`config.mk`:
```
export PLATFORM = sky130hd
export DESIGN_NAME = rbq_cfg
export DESIGN_NICKNAME = d
export VERILOG_FILES = /design/src/design/rbq_pkg.sv /design/src/design/rbq_cfg.sv
export SDC_FILE = /design/constraint.sdc
export NUM_CORES = 1
export LEC_CHECK = 0
export ABC_AREA = 1
export BUFFER_PORTS_ARGS = -buffer_cell sky130_fd_sc_hd__clkbuf_2
export CORE_MARGIN = 5
export CORE_UTILIZATION = 51
export DETAILED_ROUTE_END_ITERATION = 16
export MAX_ROUTING_LAYER = met4
export PLACE_DENSITY = 0.76
export SLEW_MARGIN = 30
export SYNTH_ARGS = -nofsm -noshare
export SYNTH_HDL_FRONTEND = slang
export SYNTH_SLANG_ARGS = --single-unit
```
`constraint.sdc`:
```
create_clock -name i_clk -period 1.2 [get_ports i_clk]
set_input_delay 0.24 -clock i_clk [delete_from_list [all_inputs] [get_ports i_clk]]
set_output_delay 0.24 -clock i_clk [all_outputs]
set_load 0.03 [all_outputs]
```
`src/design/rbq_pkg.sv`:
```
// Shared types and constants for the resonant biquad controller.
package rbq_pkg;

    localparam int WORD_W = 32;
    localparam int ACC_W  = 67;

    typedef logic signed [WORD_W-1:0] t_word;
    typedef logic [1:0] t_cfg_index;

    localparam t_cfg_index CFG_B0 = 2'd0;
    localparam t_cfg_index CFG_B2 = 2'd1;
    localparam t_cfg_index CFG_A1 = 2'd2;
    localparam t_cfg_index CFG_A2 = 2'd3;

    localparam t_word DRIVE_MAX = 32'sh7fff_ffff;
    localparam t_word DRIVE_MIN = 32'sh8000_0000;

    typedef struct packed {
        logic signed [WORD_W-1:0] b0;
        logic signed [WORD_W-1:0] b2;
        logic signed [WORD_W-1:0] a1;
        logic signed [WORD_W-1:0] a2;
    } t_coefs;

    typedef struct packed {
        logic                     sat;
        logic signed [WORD_W-1:0] y;
    } t_status;

endpackage

```
`src/design/rbq_cfg.sv`:
```
// Coefficient register file written through the configuration channel.
module rbq_cfg #(
    parameter int FRAC_BITS = 29
) (
    input  logic                i_clk,
    input  logic                i_rst_n,
    input  logic                i_cfg_valid,
    input  rbq_pkg::t_cfg_index i_cfg_index,
    input  rbq_pkg::t_word      i_cfg_data,
    output logic                o_cfg_ready,
    output rbq_pkg::t_coefs     o_coefs
);
    import rbq_pkg::*;

    t_coefs r_coefs;

    assign o_cfg_ready = 1'b1;
    assign o_coefs     = r_coefs;

    always_ff @(posedge i_clk) begin
        if (!i_rst_n) begin
            r_coefs.b0 <= '0;
            r_coefs.b2 <= '0;
            r_coefs.a1 <= '0;
            r_coefs.a2 <= t_word'(32'd1 << FRAC_BITS);
        end else if (i_cfg_valid && o_cfg_ready) begin
            case (i_cfg_index)
                CFG_B0: r_coefs.b0 <= i_cfg_data;
                CFG_B2: r_coefs.b2 <= i_cfg_data;
                CFG_A1: r_coefs.a1 <= i_cfg_data;
                CFG_A2: r_coefs.a2 <= i_cfg_data;
                default: ;
            endcase
        end
    end

endmodule

```
==> results.json, run 1 <==
{
  "status": "finished, violations left",
  "violations": "negative setup slack",
  "setup_violations": 128,
  "netlist_area_um2": 5400,
  "core-area_um2": 10300,
  "pre_cts_ws_ns": 0.0349,
  "gp_congestion": 0.790,
  "synthTopCellsByArea": "dfxtp_1, nand2_1, nor2_1, inv_1, nand3_1",
  "grt_max_degree": 59,
  "cts_tree": "yes",
  "n_antenna_cell": 0,
  "worstSetupPathType": "flip-flop to output port",
  "slowest_delay_ns": 0.36,
  "drive_gt1_frac": 0.357,
  "rsz0062_at_grt": "true",
  "start_kind": "flip-flop",
  "drt-initial-drc-count": 426,
  "worstPathMaxFanout": 2,
  "hpwl_mm": 8.97,
  "syn-num-nets": 859,
  "ys_seq_area_frac": 0.474,
  "grtUsageTotal": 0.272,
  "critPathSlowestCell": "dfxtp_2",
  "grt_pass1_vias": 5607,
  "finalMaxSlewViolations": 0,
  "ys_seq_elements": 128,
  "postRouteWirelength_mm": 17.8,
  "finalNonFillerCells": 1167,
  "r2r_slack_ns": 0.25,
  "syn_inst": 822,
  "die_area_um2": 12800,
  "die_y_um": 113,
  "synth_top_area_share": 0.474,
  "fin_crit_sh": 1.03,
  "max-cap-violations": 0,
  "hold_slack_ns": 0.0253,
  "hold_viol": 0,
  "clk_pin_slew_ns": 0.06,
  "h-tree-depth": 4,
  "initial_utilization": 0.523,
  "required_ns": 0.96,
  "worst_slack_ns": -0.0414,
  "arrival_ns": 1.00,
  "hold_class": "input pin to flip-flop",
  "power_density_nw_per_um2": 1370,
  "fmax_ghz": 0.806,
  "wl_per_cell_um": 15.2,
  "fp-row-count": 37,
  "vias_per_cell": 4.95,
  "cts.sinks": 128,
  "cts_max_path_buffers": 2,
  "die_x_um": 113,
  "ios": 166,
  "grt_pass1_wl_mm": 27.1,
  "finalNetCount": 1057,
  "path_buf_inv": 1,
  "largest_reg_flops": 128,
  "cts-root-buf": "clkbuf_8",
  "io_buffers": 164,
  "insertion_delay_ns": 0.51,
  "p_leak_nw": 4.63,
  "drtAntennaViolNets": 0,
  "final_common_cell": "nand2_1",
  "layout_common_cells": "nand2_1, nor2_1, dfxtp_2, buf_8, inv_1",
  "irDropWorstVdd_mv": 0.934,
  "yosysWarnings": 0,
  "area_growth_pct": 63.3,
  "vias": 5780,
  "final.min_clock_period_ns": 1.24,
  "cp_top_family": "flip-flops",
  "syn_avg_cell_area_um2": 6.57,
  "cts_buffers": 17,
  "cp_cell_sequence": "buf_8",
  "place_inst": 1088,
  "p_total_w": 0.0121,
  "drc": 0,
  "drt-pass1-iter-count": 7,
  "end_kind": "output port",
  "fin_util": 0.855,
  "grt_overflow": 0,
  "antenna_found_initial": 0,
  "synth.distinct_cells": 16,
  "yosysTopAreaCell": "dfxtp_1",
  "skew_ns": 0
}
-- power breakdown --
group / internal, W / total [W] / switching (W)
registers: 0.00453 / 0.00474 / 0.000215
clock network: 0.00336 / 0.00517 / 0.00181
logic: 0.000991 / 0.00220 / 0.00121
total: 0.00888 / 0.0121 / 0.00323
-- cells by family (layout without fill, tap and decap cells) --
group                  count (synthesis)  count (layout)  share of synthesized area
buffers and inverters                178             387                      0.141
other                                  1               1                   0.000694
AND/OR/NAND/NOR                      483             483                      0.354
flip-flops                           128             128                      0.474
AO/OA/AOI/OAI                         32              32                     0.0296
-- layout make-up --
cell class                 count  area, um2
sequential                   128       2720
multi-input combinational    516       2080
clock inverter                 5        103
tap                          136        170
clock buffer                  25        484
timing repair buffer         228       2790
fill                         505       1500
inverter                     129        484
-- synth_stat cells --
cell        n
a21oi_1    32
buf_1       6
buf_2      25
buf_4       5
buf_6       6
clkbuf_1    7
conb_1      1
dfxtp_1   128
inv_1     127
inv_2       2
nand2_1   223
nand3_1    33
nand3_4     3
nand4_1     1
nor2_1    222
nor2_8      1
-- what timing repair did --
item / 4_1_cts / 5_1_grt
gates resized for setup: 384 / 128
hold buffers: 20 / 0
endpoints found under the setup margin: 128 / 128
hold endpoints to repair: 36 / 0
buffers inserted: 9 / 20
-- stage by stage --
step / cell area [um2] / setup TNS (ns)
after floorplan: 5400 / 0
after global placement: 6380 / 0
after detailed placement: 6380 / 0
after CTS: 8520 / -7.40
after global routing: 8830 / -7.38
final: 8830 / -2.75
-- path summary, 6_finish.rpt --
path	start	to	cells after the start
max	o_coefs[113]	o_coefs[113]	1
min	i_cfg_data[8]	o_coefs[40]	3
max reg2reg	o_coefs[89]	o_coefs[89]	6
min reg2reg	o_coefs[98]	o_coefs[98]	2
-- metal layers --
layer | wire, um | track usage
met1 | 6790 | 0.300
met2 | 9140 | 0.452
met3 | 1170 | 0.0738
met4 | 663 | 0.137
met5 | 0 | -
Power figures use the tool's default switching activity.
==> inputs of run 2 (changes only) <==
Settings changed: GPL_TIMING_DRIVEN set to 0.
==> run 2 against run 1 <==
Against the previous run: the flow still finishes with violations (negative setup slack); routed wire length is 4.1% higher; via count about the same; design area down 2.4%; non-clock buffer count increased by 10; register-to-register slack gained 0.07 ns; worst hold slack worse by 0.013 ns; clock skew unchanged; combinational power decreased by 3%; maximum frequency shrank 0.82%; critical path type unchanged; critical endpoint is now o_coefs[121]; largest power group unchanged.
==> results.json, run 2 (synthesized netlist as in run 1, its figures left out) <==
{
  "status": "finished, violations left",
  "violations": "negative setup slack",
  "final.min_clock_period_ns": 1.25,
  "dpl_cell_area_um2": 6370,
  "final_common_cell": "nand2_1",
  "initial_utilization": 0.523,
  "dr.max_layer_used": "met4",
  "wirelength_met1_mm": 7.10,
  "die_x_um": 113,
  "cts-root-buf": "clkbuf_8",
  "fin_crit_sh": 1.04,
  "gp_congestion": 0.850,
  "ctsHoldBuffers": 0,
  "grt_pass1_vias": 5721,
  "insertion_delay_ns": 0.51,
  "wl_per_cell_um": 15.7,
  "drtAntennaViolNets": 0,
  "hold_class": "input pin to flip-flop",
  "die_y_um": 113,
  "p_leak_nw": 4.55,
  "start_kind": "flip-flop",
  "drive_gt1_frac": 0.371,
  "irDropWorstVdd_mv": 1.10,
  "max-cap-violations": 0,
  "finalNetCount": 1067,
  "core-area_um2": 10300,
  "worstPathMaxFanout": 2,
  "hold_viol": 0,
  "grt_pass1_wl_mm": 28.1,
  "io_buffers": 160,
  "worstSetupPathType": "flip-flop to output port",
  "cts_max_path_buffers": 2,
  "h-tree-depth": 4,
  "fmax_ghz": 0.799,
  "rsz0062_at_grt": "true",
  "p_switching_w": 0.00335,
  "fp-row-count": 37,
  "vias_per_cell": 4.91,
  "worst_slack_ns": -0.0517,
  "end_kind": "output port",
  "area_growth_pct": 59.4,
  "slowest_delay_ns": 0.37,
  "cts_tree": "yes",
  "arrival_ns": 1.01,
  "worst_slew_pin_slew_ns": 0.596,
  "cp_cell_sequence": "buf_8",
  "vias": 5785,
  "hold_slack_ns": 0.0124,
  "grtUsageTotal": 0.282,
  "die_area_um2": 12800,
  "pwr-share-clk": 0.428,
  "cts.sinks": 128,
  "drc": 0,
  "path_buf_inv": 1,
  "antenna_found_initial": 0,
  "stdcell_area_um2": 8620,
  "cts_buffers": 17,
  "clk_pin_slew_ns": 0.06,
  "postRouteWirelength_mm": 18.5,
  "finalMaxSlewViolations": 0,
  "critPathSlowestCell": "dfxtp_2",
  "dr_wl_met2_mm": 9.42,
  "relSlewSlack": 0.602,
  "cp_top_family": "flip-flops",
  "p_total_w": 0.0120,
  "p_int_w": 0.00866,
  "layout_common_cells": "nand2_1, nor2_1, buf_8",
  "drt-initial-drc-count": 457,
  "wl_met3_mm": 1.42,
  "seq_power_share": 0.395,
  "required_ns": 0.96,
  "largest_reg_flops": 128,
  "grt_max_degree": 17,
  "grt_overflow": 0,
  "setup_violations": 128,
  "power.share.switching": 0.279,
  "hpwl_mm": 10.7,
  "comb_power_share": 0.178,
  "power_density_nw_per_um2": 1390,
  "skew_ns": 0,
  "n_antenna_cell": 0,
  "ios": 166,
  "drt-pass1-iter-count": 6
}
run 2: worst register-to-register path: stages, from the launching register on:
cell	delay, ns
dfxtp_2	0.33
buf_4	0.13
buf_4	0.12
a21oi_1	0.14
nor2_1	0.06
run 2: what timing repair did:
action,CTS,global route
buffers inserted,7,22
endpoints found under the setup margin,128,128
resized for setup,384,129
run 2: worst paths after layout:
kind | startpoint | cells after the start | slack [ns] | end
setup / recovery | o_coefs[121] | 1 | -0.05 | o_coefs[121]
hold / removal | i_cfg_data[0] | 3 | 0.01 | o_coefs[32]
setup reg to reg | o_coefs[115] | 4 | 0.32 | o_coefs[115]
hold reg to reg | o_coefs[125] | 2 | 0.50 | o_coefs[125]
run 2: metrics by stage:
| step | utilization | worst slack, ns | TNS, ns | instances |
|---|---|---|---|---|
| after floorplan | - | 0.188 | 0 | 822 |
| after CTS | 0.803 | -0.0764 | -5.97 | 1157 |
| after global routing | 0.835 | -0.0674 | -6.25 | 1179 |
| after global placement | 0.618 | 0.0199 | 0 | 1118 |
| final | 0.835 | -0.0517 | -2.83 | 1179 |
| after detailed placement | 0.618 | -0.0108 | -0.0259 | 1118 |
run 2: cell type report:
cell class / count / area (um2)
Multi-Input combinational cell: 516 / 2080
Sequential cell: 128 / 2730
Clock buffer: 22 / 443
Timing Repair Buffer: 189 / 2300
Fill cell: 591 / 1710
Inverter: 129 / 484
Buffer: 49 / 279
Clock inverter: 10 / 136
Tap cell: 136 / 170
run 2: metal layers:
metal / GRT usage / vias to the layer above
li1: - / 2803
met1: 0.306 / 2649
met2: 0.479 / 275
met3: 0.0861 / 58
met4: 0.117 / 0
met5: - / -
run 2: power by group through the flow:
stage | Sequential, W | Combinational, W | Clock (W)
floorplan | 0.00511 | 0.000639 | 0
global route | 0.00476 | 0.00229 | 0.00532
CTS | 0.00468 | 0.00193 | 0.00511
finish | 0.00474 | 0.00213 | 0.00514
detailed placement | 0.00469 | 0.00157 | 0
global placement | 0.00468 | 0.00156 | 0
